[src/rtl/im2col_padded_gather_address_gen_defines.svh]
// Assertion macros shared by the im2col gather address generator RTL.
// No dependencies; included by files that carry concurrent assertions.
`ifndef IM2COL_PADDED_GATHER_ADDRESS_GEN_DEFINES_SVH
`define IM2COL_PADDED_GATHER_ADDRESS_GEN_DEFINES_SVH

// Same-cycle implication, disabled during reset.
`define I2CPG_ASSERT_NOW(label, clk, rst, ante, cons, msg) \
   label: assert property (@(posedge clk) disable iff (rst) (ante) |-> (cons)) \
      else $error(msg);

// Next-cycle implication, disabled during reset.
`define I2CPG_ASSERT_NEXT(label, clk, rst, ante, cons, msg) \
   label: assert property (@(posedge clk) disable iff (rst) (ante) |=> (cons)) \
      else $error(msg);

`endif

[src/rtl/i2cpg_pkg.sv]
// Package for the im2col gather address generator: widths, CSR codes,
// shared structs and clamp helpers. No dependencies.
package i2cpg_pkg;

   localparam int MAX_DIM      = 256;
   localparam int MAX_CHANNELS = 64;
   localparam int KERNEL_W_DEF = 3;
   localparam int KERNEL_H_DEF = 3;

   localparam int STRIDE_W   = 4;
   localparam int DIM_W      = 9;
   localparam int NCH_W      = 7;
   localparam int CSR_DATA_W = 9;
   localparam int CSR_IDX_W  = 3;
   localparam int IDX_W      = 23;
   localparam int POS_W      = $clog2(MAX_DIM);        // output row/col counters
   localparam int CHAN_W     = $clog2(MAX_CHANNELS);   // channel counter
   localparam int OFS_W      = $clog2(MAX_DIM);        // in-image offset
   localparam int PAD_W      = 11;                     // leading pad
   localparam int COORD_W    = 12;                     // padded input coordinate
   localparam int PLANE_W    = 2 * DIM_W - 1;          // in_width * in_height

   typedef enum logic [CSR_IDX_W-1:0] {
      REG_H_STRIDE    = 3'd0,
      REG_V_STRIDE    = 3'd1,
      REG_OUT_WIDTH   = 3'd2,
      REG_OUT_HEIGHT  = 3'd3,
      REG_IN_CHANNELS = 3'd4,
      REG_IN_WIDTH    = 3'd5,
      REG_IN_HEIGHT   = 3'd6
   } csr_idx_type;

   // clamped view of the configuration
   typedef struct packed {
      logic [STRIDE_W-1:0] hs;
      logic [STRIDE_W-1:0] vs;
      logic [DIM_W-1:0]    ow;
      logic [DIM_W-1:0]    oh;
      logic [NCH_W-1:0]    nc;
      logic [DIM_W-1:0]    iw;
      logic [DIM_W-1:0]    ih;
   } dims_type;

   // one tap after the position stage
   typedef struct packed {
      logic             in_bounds;
      logic [OFS_W-1:0] dy;
      logic [OFS_W-1:0] dx;
      logic [IDX_W-1:0] chan_base;
      logic             window_last;
      logic             list_last;
   } tap_type;

   function automatic logic [STRIDE_W-1:0] clamp_stride(logic [STRIDE_W-1:0] v);
      if (v == '0) return STRIDE_W'(1);
      if (v > STRIDE_W'(8)) return STRIDE_W'(8);
      return v;
   endfunction

   function automatic logic [DIM_W-1:0] clamp_dim(logic [DIM_W-1:0] v);
      if (v == '0) return DIM_W'(1);
      if (int'(v) > MAX_DIM) return DIM_W'(MAX_DIM);
      return v;
   endfunction

   function automatic logic [NCH_W-1:0] clamp_chan(logic [NCH_W-1:0] v);
      if (v == '0) return NCH_W'(1);
      if (int'(v) > MAX_CHANNELS) return NCH_W'(MAX_CHANNELS);
      return v;
   endfunction

endpackage

[src/rtl/i2cpg_walk.sv]
// Loop counters, leading padding and tap position stage of the generator.
// Depends on i2cpg_pkg.
module i2cpg_walk #(
   parameter int KERNEL_W = i2cpg_pkg::KERNEL_W_DEF,
   parameter int KERNEL_H = i2cpg_pkg::KERNEL_H_DEF
) (
   input  logic                clock,
   input  logic                reset,
   input  logic                load,
   input  logic                restart,
   input  i2cpg_pkg::dims_type dims,
   output i2cpg_pkg::tap_type  tap
);

   localparam int TCW = (KERNEL_W > 1) ? $clog2(KERNEL_W) : 1;
   localparam int TRW = (KERNEL_H > 1) ? $clog2(KERNEL_H) : 1;
   localparam int PW  = i2cpg_pkg::PAD_W;
   localparam int CW  = i2cpg_pkg::COORD_W;
   localparam int POS = i2cpg_pkg::POS_W;
   localparam int CHW = i2cpg_pkg::CHAN_W;
   localparam int IW  = i2cpg_pkg::IDX_W;
   localparam int DW  = i2cpg_pkg::DIM_W;
   localparam int OW  = i2cpg_pkg::OFS_W;

   function automatic logic [PW-1:0] lead_pad(logic [DW-1:0] outn, logic [3:0] stride,
                                               logic [4:0] kern, logic [DW-1:0] inn);
      logic [CW:0] span;
      logic [CW:0] diff;
      span = (CW+1)'(outn - DW'(1)) * (CW+1)'(stride) + (CW+1)'(kern);
      if (span < (CW+1)'(inn)) return '0;
      diff = span - (CW+1)'(inn);
      return diff[PW:1];
   endfunction

   logic [POS-1:0] out_row_ff, out_row_in, out_col_ff, out_col_in;
   logic [CHW-1:0] chan_ff, chan_in;
   logic [TRW-1:0] tap_row_ff, tap_row_in;
   logic [TCW-1:0] tap_col_ff, tap_col_in;
   logic [IW-1:0]  chan_base_ff, chan_base_in;
   logic [PW-1:0]  pad_left_ff, pad_left_in, pad_top_ff, pad_top_in;
   i2cpg_pkg::tap_type tap_ff, tap_in;

   logic [POS-1:0] cur_row, cur_col;
   logic [CHW-1:0] cur_chan;
   logic [TRW-1:0] cur_tr;
   logic [TCW-1:0] cur_tc;
   logic [IW-1:0]  cur_cb;
   logic [PW-1:0]  pad_l, pad_t;
   logic [CW-1:0]  iy, ix;
   logic           in_y, in_x;
   logic           tc_wrap, tr_wrap, ch_wrap, oc_wrap, or_wrap;
   logic [2*DW-2:0] plane;

   always_comb begin
      // restart zeroes the position before the current element is formed
      cur_row  = restart ? '0 : out_row_ff;
      cur_col  = restart ? '0 : out_col_ff;
      cur_chan = restart ? '0 : chan_ff;
      cur_tr   = restart ? '0 : tap_row_ff;
      cur_tc   = restart ? '0 : tap_col_ff;
      cur_cb   = restart ? '0 : chan_base_ff;
      pad_l    = restart ? lead_pad(dims.ow, dims.hs, 5'(KERNEL_W), dims.iw) : pad_left_ff;
      pad_t    = restart ? lead_pad(dims.oh, dims.vs, 5'(KERNEL_H), dims.ih) : pad_top_ff;
      pad_left_in = pad_l;
      pad_top_in  = pad_t;

      iy = CW'(cur_row) * CW'(dims.vs) + CW'(cur_tr);
      ix = CW'(cur_col) * CW'(dims.hs) + CW'(cur_tc);
      in_y = (iy >= CW'(pad_t)) && ((CW+1)'(iy) < (CW+1)'(pad_t) + (CW+1)'(dims.ih));
      in_x = (ix >= CW'(pad_l)) && ((CW+1)'(ix) < (CW+1)'(pad_l) + (CW+1)'(dims.iw));

      // nested counter carries
      tc_wrap = ((TCW+1)'(cur_tc) + (TCW+1)'(1)) >= (TCW+1)'(KERNEL_W);
      tr_wrap = tc_wrap && (((TRW+1)'(cur_tr) + (TRW+1)'(1)) >= (TRW+1)'(KERNEL_H));
      ch_wrap = tr_wrap && (((CHW+1)'(cur_chan) + (CHW+1)'(1)) >= (CHW+1)'(dims.nc));
      oc_wrap = ch_wrap && (((POS+1)'(cur_col) + (POS+1)'(1)) >= (POS+1)'(dims.ow));
      or_wrap = oc_wrap && (((POS+1)'(cur_row) + (POS+1)'(1)) >= (POS+1)'(dims.oh));

      plane = (2*DW-1)'(dims.iw) * (2*DW-1)'(dims.ih);

      tap_col_in = tc_wrap ? '0 : cur_tc + TCW'(1);
      tap_row_in = !tc_wrap ? cur_tr : (tr_wrap ? '0 : cur_tr + TRW'(1));
      chan_in    = !tr_wrap ? cur_chan : (ch_wrap ? '0 : cur_chan + CHW'(1));
      chan_base_in = !tr_wrap ? cur_cb : (ch_wrap ? '0 : cur_cb + IW'(plane));
      out_col_in = !ch_wrap ? cur_col : (oc_wrap ? '0 : cur_col + POS'(1));
      out_row_in = !oc_wrap ? cur_row : (or_wrap ? '0 : cur_row + POS'(1));

      tap_in.in_bounds   = in_y && in_x;
      tap_in.dy          = OW'(iy - CW'(pad_t));
      tap_in.dx          = OW'(ix - CW'(pad_l));
      tap_in.chan_base   = cur_cb;
      tap_in.window_last = ch_wrap;
      tap_in.list_last   = or_wrap;
   end

   always_ff @(posedge clock) begin
      if (reset) begin
         out_row_ff   <= '0;
         out_col_ff   <= '0;
         chan_ff      <= '0;
         tap_row_ff   <= '0;
         tap_col_ff   <= '0;
         chan_base_ff <= '0;
         pad_left_ff  <= '0;
         pad_top_ff   <= '0;
      end else if (load) begin
         out_row_ff   <= out_row_in;
         out_col_ff   <= out_col_in;
         chan_ff      <= chan_in;
         tap_row_ff   <= tap_row_in;
         tap_col_ff   <= tap_col_in;
         chan_base_ff <= chan_base_in;
         pad_left_ff  <= pad_left_in;
         pad_top_ff   <= pad_top_in;
      end
   end

   always_ff @(posedge clock) begin
      if (load) begin
         tap_ff <= tap_in;
      end
   end

   assign tap = tap_ff;

endmodule

[src/rtl/im2col_padded_gather_address_gen.sv]
// Top level of the im2col gather address generator for padded 2-D convolution.
// Depends on i2cpg_pkg, i2cpg_walk and im2col_padded_gather_address_gen_defines.svh.
//
// Usage:
//  - req channel (valid/ready): each transfer carries req_restart. 1 restarts the
//    list, recomputing the leading padding from the CSRs; 0 steps to the next tap.
//  - rsp channel (valid/ready): one transfer per request with the gather index
//    (0 for a padding tap, else the 1-based flat offset), window and list ends.
//  - csr port: write-only, csr_we/csr_index/csr_wdata, one register per cycle.
//    Write only while no request is in flight. Loop bounds apply at once; the
//    padding is captured at the next restart.
//  - Pipeline: two register stages (tap position, then address); a request's
//    response turns valid once the address stage has taken it.
//  - Throughput: one transfer per cycle while rsp_ready stays high. The position
//    stage (one small multiply per axis plus compares) and the address stage
//    (one 8x9 multiply plus a 23-bit add) are each computed combinationally.
//  - Stall: when rsp_ready is low the response holds; the position stage still
//    takes one more request, then req_ready drops until the response moves.
//  - Reset: CSRs go to 1, all loop counters and padding to 0, both stages empty.
`include "im2col_padded_gather_address_gen_defines.svh"

module im2col_padded_gather_address_gen #(
   parameter int KERNEL_W = i2cpg_pkg::KERNEL_W_DEF,
   parameter int KERNEL_H = i2cpg_pkg::KERNEL_H_DEF
) (
   input  logic                                  clock,
   input  logic                                  reset,
   input  logic                                  req_valid,
   output logic                                  req_ready,
   input  logic                                  req_restart,
   output logic                                  rsp_valid,
   input  logic                                  rsp_ready,
   output logic [i2cpg_pkg::IDX_W-1:0]           rsp_gather_index,
   output logic                                  rsp_window_last,
   output logic                                  rsp_list_last,
   input  logic                                  csr_we,
   input  logic [i2cpg_pkg::CSR_IDX_W-1:0]       csr_index,
   input  logic [i2cpg_pkg::CSR_DATA_W-1:0]      csr_wdata
);

   localparam int IW  = i2cpg_pkg::IDX_W;
   localparam int SW  = i2cpg_pkg::STRIDE_W;
   localparam int DW  = i2cpg_pkg::DIM_W;
   localparam int NW  = i2cpg_pkg::NCH_W;
   localparam int PRW = i2cpg_pkg::OFS_W + DW;

   // ---------------- CSRs ----------------
   logic [SW-1:0] h_stride_ff, v_stride_ff;
   logic [DW-1:0] out_width_ff, out_height_ff, in_width_ff, in_height_ff;
   logic [NW-1:0] in_channels_ff;

   always_ff @(posedge clock) begin
      if (reset) begin
         h_stride_ff    <= SW'(1);
         v_stride_ff    <= SW'(1);
         out_width_ff   <= DW'(1);
         out_height_ff  <= DW'(1);
         in_channels_ff <= NW'(1);
         in_width_ff    <= DW'(1);
         in_height_ff   <= DW'(1);
      end else if (csr_we) begin
         case (i2cpg_pkg::csr_idx_type'(csr_index))
            i2cpg_pkg::REG_H_STRIDE:    h_stride_ff    <= csr_wdata[SW-1:0];
            i2cpg_pkg::REG_V_STRIDE:    v_stride_ff    <= csr_wdata[SW-1:0];
            i2cpg_pkg::REG_OUT_WIDTH:   out_width_ff   <= csr_wdata[DW-1:0];
            i2cpg_pkg::REG_OUT_HEIGHT:  out_height_ff  <= csr_wdata[DW-1:0];
            i2cpg_pkg::REG_IN_CHANNELS: in_channels_ff <= csr_wdata[NW-1:0];
            i2cpg_pkg::REG_IN_WIDTH:    in_width_ff    <= csr_wdata[DW-1:0];
            i2cpg_pkg::REG_IN_HEIGHT:   in_height_ff   <= csr_wdata[DW-1:0];
            default: ;  // unmapped index: write dropped
         endcase
      end
   end

   // out-of-range values are clamped at use, the stored value is kept as written
   i2cpg_pkg::dims_type dims;
   always_comb begin
      dims.hs = i2cpg_pkg::clamp_stride(h_stride_ff);
      dims.vs = i2cpg_pkg::clamp_stride(v_stride_ff);
      dims.ow = i2cpg_pkg::clamp_dim(out_width_ff);
      dims.oh = i2cpg_pkg::clamp_dim(out_height_ff);
      dims.nc = i2cpg_pkg::clamp_chan(in_channels_ff);
      dims.iw = i2cpg_pkg::clamp_dim(in_width_ff);
      dims.ih = i2cpg_pkg::clamp_dim(in_height_ff);
   end

   // ---------------- flow control ----------------
   // stage A: tap position (i2cpg_walk), stage B: response register
   logic pos_vld_ff, pos_vld_in;
   logic rsp_valid_ff, rsp_valid_in;
   logic rsp_free, rsp_load, req_fire;

   assign rsp_free  = !rsp_valid_ff || rsp_ready;
   assign rsp_load  = pos_vld_ff && rsp_free;
   assign req_ready = !pos_vld_ff || rsp_free;
   assign req_fire  = req_valid && req_ready;

   always_comb begin
      pos_vld_in   = req_fire ? 1'b1 : (rsp_load ? 1'b0 : pos_vld_ff);
      rsp_valid_in = rsp_load ? 1'b1 : (rsp_ready ? 1'b0 : rsp_valid_ff);
   end

   always_ff @(posedge clock) begin
      if (reset) begin
         pos_vld_ff   <= 1'b0;
         rsp_valid_ff <= 1'b0;
      end else begin
         pos_vld_ff   <= pos_vld_in;
         rsp_valid_ff <= rsp_valid_in;
      end
   end

   // ---------------- stage A: loop walk ----------------
   i2cpg_pkg::tap_type tap;

   i2cpg_walk #(
      .KERNEL_W (KERNEL_W),
      .KERNEL_H (KERNEL_H)
   ) u_walk (
      .clock   (clock),
      .reset   (reset),
      .load    (req_fire),
      .restart (req_restart),
      .dims    (dims),
      .tap     (tap)
   );

   // ---------------- stage B: flat address ----------------
   logic [PRW-1:0] row_ofs;
   logic [IW-1:0]  gather_index_ff, gather_index_in;
   logic           window_last_ff, list_last_ff;

   always_comb begin
      row_ofs = PRW'(tap.dy) * PRW'(dims.iw);
      // 23-bit wrap is the offset mask
      gather_index_in = tap.in_bounds
                        ? tap.chan_base + IW'(row_ofs) + IW'(tap.dx) + IW'(1)
                        : '0;
   end

   always_ff @(posedge clock) begin
      if (rsp_load) begin
         gather_index_ff <= gather_index_in;
         window_last_ff  <= tap.window_last;
         list_last_ff    <= tap.list_last;
      end
   end

   assign rsp_valid        = rsp_valid_ff;
   assign rsp_gather_index = gather_index_ff;
   assign rsp_window_last  = window_last_ff;
   assign rsp_list_last    = list_last_ff;

   // ---------------- assertions ----------------
   `I2CPG_ASSERT_NOW(a_list_end_closes_window, clock, reset, rsp_valid && rsp_list_last, rsp_window_last, "list end without window end")
   `I2CPG_ASSERT_NEXT(a_pad_tap_zero, clock, reset, rsp_load && !tap.in_bounds, rsp_gather_index == '0, "padding tap gave nonzero index")
   `I2CPG_ASSERT_NEXT(a_image_tap_nonzero, clock, reset, rsp_load && tap.in_bounds, rsp_gather_index != '0, "image tap gave zero index")
   `I2CPG_ASSERT_NOW(a_ready_when_drained, clock, reset, !rsp_valid_ff, req_ready, "request stalled with empty response stage")

endmodule
[config.mk]
export PLATFORM = sky130hd
export DESIGN_NAME = im2col_padded_gather_address_gen
export DESIGN_NICKNAME = d
export VERILOG_FILES = /design/src/rtl/i2cpg_pkg.sv /design/src/rtl/i2cpg_walk.sv /design/src/rtl/im2col_padded_gather_address_gen.sv
export VERILOG_INCLUDE_DIRS = /design/src /design/src/rtl
export SDC_FILE = /design/constraint.sdc
export NUM_CORES = 1
export LEC_CHECK = 0
export BUFFER_PORTS_ARGS = -buffer_cell sky130_fd_sc_hd__buf_2
export CAP_MARGIN = 40
export CORE_UTILIZATION = 35
export CTS_CLUSTER_DIAMETER = 80
export DETAILED_ROUTE_END_ITERATION = 6
export PLACE_DENSITY_LB_ADDON = 0.2
export SKIP_LAST_GASP = 1
export SLEW_MARGIN = 20
export SYNTH_ARGS = -nofsm -noshare
export SYNTH_HDL_FRONTEND = slang
export SYNTH_HIERARCHICAL = 1
export SYNTH_SLANG_ARGS = --single-unit
export TNS_END_PERCENT = 30
[constraint.sdc]
create_clock -name clock -period 9.4 [get_ports clock]
set_input_delay 0.47 -clock clock [delete_from_list [all_inputs] [get_ports clock]]
set_output_delay 0.47 -clock clock [all_outputs]
set_load 0.02 [all_outputs]
### Word level (Yosys, flattened, before mapping)

Index checks and enable logic that the tools add are counted.

| word-level totals | value |
|---|---|
| flip-flop bits (word level) | 191 |
| latch bits | 0 |
| memory bits (writable) | 0 |
| ROM bits | 0 |
| output and inout bits | 27 |
| word-level logic and storage cells | 190 |
| memories kept | 0 |

| operators by class | value |
|---|---|
| add/sub/neg operators | 26 |
| multiply operators | 6 |
| div/mod/pow operators | 0 |
| order comparisons | 18 |
| eq/ne operators | 6 |
| shift operators | 0 |
| multiplexer cells | 78 |
| bitwise logic cells | 0 |
| reduce and logical (&&, ||, !) cells | 30 |

Operator list:

| operator | number |
|---|---|
| 9-bit 2-to-1 mux | 16 |
| 23-bit 2-to-1 mux | 3 |
| 11-bit 2-to-1 mux | 6 |
| 8-bit 2-to-1 mux | 6 |
| 23-bit by 17-bit adder with 23-bit output | 2 |
| 9-bit greater-than comparator, second input constant | 4 |
| 9-bit logical NOT | 4 |
| 4-bit 2-to-1 mux | 8 |
| 7-bit 2-to-1 mux | 4 |
| 1-bit 2-to-1 mux | 27 |
| 13-bit by 2-bit adder with 13-bit output, second input constant | 2 |
| 13-bit by 9-bit < comparator with 1-bit output | 2 |
| 13-bit by 4-bit multiplier with 13-bit output | 2 |
| 11-bit by 9-bit adder with 12-bit output | 2 |
| 12-bit by 2-bit adder with 12-bit output | 2 |
| 12-bit by 11-bit >= comparator with 1-bit output | 2 |
| 12-bit < comparator | 2 |
| 8-bit by 4-bit multiplier with 12-bit output | 2 |
| 12-bit by 9-bit subtractor with 12-bit output | 2 |
| 23-bit by 1-bit adder with 23-bit output, second input constant | 1 |
| 23-bit by 8-bit adder with 23-bit output | 1 |
| 9-bit by 1-bit subtractor with 10-bit output, second input constant | 2 |
| 8-bit by 1-bit adder with 9-bit output, second input constant | 2 |
| 9-bit >= comparator | 2 |
| 25 further kinds | 58 |

### Depth between registers and ports, before layout

| depth | value |
|---|---|
| word-level depth | 16 |
| mapped depth | 47 |

### Hierarchy

The synthesis kept the hierarchy.

By module, submodules not included:

| module | times used | cells each | area an instance (µm²) |
|---|---|---|---|
| i2cpg_walk | 1 | 1992 | 16535.9 |
| im2col_padded_gather_address_gen | 1 | 775 | 6672.6 |

### Worst setup path after synthesis

Ideal clock, no wire load.

| path | value |
|---|---|
| path type | register to register |
| start | register out_width_ff[4] |
| end | register u_walk.tap_ff, in the netlist u_walk/tap[41] (data pin) |
| data arrival time | 8.614 ns |
| data required time | 9.243 ns |
| slack | 0.629 ns |
| stages on the path, launching flop included | 44 |
| path through | dfxtp_1 > nor4_1 > a21oi_1 > nor2_1 > inv_1 > ha_1 > xor2_1 > and2_1 > ha_1 > inv_1 > fa_1 > fa_1 > inv_1 > ha_1 > o21ai_0 > o21ai_0 > a21oi_1 > xnor2_1 > [... 8 more ...] > a31oi_1 > inv_1 > ha_1 > a21o_1 > a21oi_1 > o21ai_0 > and2_1 > o21ai_0 > a21oi_1 > nor2_1 > o21ai_0 > or3b_2 > ha_1 > a211oi_1 > nand3_1 > nor2_1 > o21ai_0 > nor3_1 |

RTL lines:

| what | line | text |
|---|---|---|
| start, declared | im2col_padded_gather_address_gen.sv:49 | `logic [DW-1:0] out_width_ff, out_height_ff, in_width_ff, in_height_ff;` |
| start signal, assigned | im2col_padded_gather_address_gen.sv:65 | `i2cpg_pkg::REG_OUT_WIDTH: out_width_ff <= csr_wdata[DW-1:0];` |
| end signal, assigned | i2cpg_walk.sv:120 | `tap_ff <= tap_in;` |
| end, declared | i2cpg_walk.sv:41 | `i2cpg_pkg::tap_type tap_ff, tap_in;` |

==> results.txt <==
Ys Warns - 6
Final Cell Area - 0.0253 mm²
Final Non-Filler Cells - 3669
cell row count - 94
status - complete, no violations
asr flop ratio synth - 0%
drt drc - 0
Hold Path Class - input pin to flip-flop
endpoints failing setup - 0
nets@finish - 3291
via count - 18600
Leak Pwr - 11.9 nW
# fillers - 6705
worst-skew pair later-pin latency - 0.51 ns
register cell area after layout - 0.00449 mm²
clock sinks - 191
relative max-transition margin - 42.8%
initial antenna violation count - 0
Slew Viols, Final - 0
Final period util - 94.3%
Setup crit end kind - flip-flop
PnR worst setup slack - 0.534 ns
Placeable Area - 0.0656 mm²
DRT Wirelength - 64800 µm
drt first pass iters - 7
Main synth FF type - dfxtp_1
delay-heaviest family, CP - adder cells
fin crit period - 8.87 ns
average wire per cell in the routed design - 17.7 µm
sequential element share of the synthesized area - 19.4%
layout cells sized above 1 - 6.99%
Slowest cell on crit path - or4b_4
Overflow after GRT - 0
vias in the first global route - 19000
Cells after Synth - 2767
Arrival @ worst endpoint - 9.20 ns
synthesized area - 0.0232 mm²
Slew @ Worst Pin - 0.857 ns
Fin. Hold Viols - 0
Via density - 5.06
GP Congestion - 0.916
Crit Path Max Fanout - 5
Worst Clk Skew - 0.0179 ns
Root Driver - clkbuf_16
dpl hpwl - 51400 µm
GRT Resource Usage Total - 19.7%
Max stage delay on crit path - 0.57 ns
DIE HEIGHT - 260 µm
Initial Utilization - 35.4%
multi-input logic area - 0.0171 mm²
area growth from synthesis to layout - 9.17%
Synth Register Bits - 191
Syn Nets - 3266
Antenna Diode Count - 0
Port Buf Inserts - 44
Iteration-0 DRC Markers - 896
power per cell area - 122 mW/mm²
Clock Tree Buf Depth - 2
CTS tree - yes
FMAX - 0.113 GHz
WP data required - 9.73 ns
first-pass GRT wire length - 103000 µm
EDFF count, synth - 67
Post-CTS Hold Buffers - 0
Max VDD drop - 0.152 mV
remaining antenna violation count - 0
H-tree levels - 4
Worst-path clk slew - 0.08 ns
placed insts - 3628
Crit Path Class - flip-flop to flip-flop
Die X - 260 µm
MaxCap Viol Count - 0
CTS Buf Count - 17
power consumption - 3.10 mW
largest net degree at the start of global routing - 68
crit path buf inv count - 4
startpoint class of the critical path - flip-flop
Ports - 45
dpl cell area - 0.0246 mm²
most frequent CP cell - ha_1
Mapped Avg Cell Area - 8.39 µm²
pre-CTS setup slack - 0.00849 ns
Unique masters post-synth - 86
overall die area - 0.0673 mm²
[sequential cells by signal, summed over array words and instances (netlist names), 2 cells and up]
register,cells
u_walk/tap,42
in_channels_ff,7
u_walk/chan_base_ff,23
u_walk/pad_top_ff,11
h_stride_ff,4
u_walk/tap_row_ff,2
u_walk/out_row_ff,8
u_walk/pad_left_ff,11
out_width_ff,9
in_height_ff,9
u_walk/chan_ff,6
out_height_ff,9
u_walk/tap_col_ff,2
in_width_ff,9
v_stride_ff,4
u_walk/out_col_ff,8
rsp_gather_index,23
[report_power, final]
group | switching [mW] | total, mW | internal, mW
clock | 0.388 | 0.790 | 0.402
sequential | 0.0641 | 1.01 | 0.944
combinational | 0.769 | 1.30 | 0.534
total | 1.22 | 3.10 | 1.88
[logic make-up after synthesis]
group / Yosys count / synth area share (%)
and+or+nand+nor: 959 / 20.7
adders and majority gates: 481 / 31.7
DFF: 191 / 19.4
muxes: 32 / 1.46
AOI/OAI and AO/OA: 484 / 13.4
xor gates and xnor gates: 151 / 5.73
buffers and inverters: 469 / 7.61
[layout make-up]
class	count	share of cell area (%)
Multi-Input combinational cell	2108	67.4
Timing Repair Buffer	95	2.58
Clock inverter	14	0.696
Clock buffer	18	1.69
Tap cell	864	4.27
Sequential cell	191	17.7
Inverter	379	5.61
[path summary, 6_finish.rpt]
kind | from | endpoint | slack (ns) | cells after the start
hold reg to reg | u_walk/tap[1] | rsp_window_last | 0.43 | 0
hold / removal | req_valid | pos_vld_ff | 0.20 | 3
setup reg to reg | out_width_ff[4] | u_walk/tap[41] | 0.53 | 42
setup / recovery | out_width_ff[4] | u_walk/tap[41] | 0.53 | 42
[layout by cell type (no fill, tap or decap), types with 63 or more instances in the layout]
master	n
inv_1	378
nand2_1	297
nor2_1	172
and2_1	113
fa_1	179
a21oi_1	159
ha_1	301
nor2b_1	146
dfxtp_1	124
o21ai_0	63
xnor2_1	96
edfxtp_1	67
[cell usage after synthesis (9+ instances only)]
cell | n | area, µm²
nand2_1 | 298 | 1120
nor4_1 | 11 | 68.8
xnor2_1 | 97 | 850
and2_1 | 114 | 713
o21a_1 | 24 | 180
o21ai_1 | 10 | 50.1
fa_1 | 179 | 3580
or2_2 | 11 | 68.8
clkbuf_1 | 80 | 300
and3_1 | 18 | 113
nand4_1 | 12 | 75.1
o21ai_0 | 74 | 370
mux2_2 | 14 | 158
a21oi_1 | 161 | 806
a31oi_1 | 13 | 81.3
mux2i_1 | 18 | 180
inv_1 | 378 | 1420
xor2_1 | 53 | 464
a21o_1 | 49 | 368
nand3b_1 | 10 | 75.1
nand2b_1 | 32 | 200
nor3_1 | 38 | 190
a21boi_0 | 9 | 67.6
a22oi_1 | 27 | 203
edfxtp_1 | 67 | 2010
nor2b_1 | 150 | 938
or3_1 | 13 | 81.3
a211oi_1 | 24 | 180
nor2_1 | 173 | 649
dfxtp_1 | 124 | 2480
nand3_1 | 53 | 265
ha_1 | 302 | 3780
o21bai_1 | 23 | 173
[layer usage]
layer,vias up,global-route usage [%],share of wire [%]
met2,368,34.9,49
met4,0,6.26,2.5
li1,9226,-,-
met3,80,2.36,3.3
met5,-,0,0
met1,8881,24.8,45
[timing repair]
item / 4_1_cts / 5_1_grt
buffers inserted: 0 / 8
cloned: 0 / 1
pin swaps: 0 / 7
endpoints found under the setup margin: 1 / 1
gates resized for setup: 1 / 32
[tightest hold or removal path: cells and delay by family]
family | cells | cell delay [ns]
AOI/OAI and AO/OA | 1 | 0.03
buffers and inverters | 1 | 0.09
and+or+nand+nor | 1 | 0.08
[through the flow]
step | util (%) | setup TNS [ns] | hold slack [ns]
after CTS | 38.4 | 0 | 0.164
after detailed placement | 37.4 | 0 | 0.410
after global placement | 37.3 | 0 | 0.415
final | 38.6 | 0 | 0.197
after global routing | 38.6 | -0.0641 | 0.184
after floorplan | - | 0 | 0.400
Power figures use the tool's default switching activity.
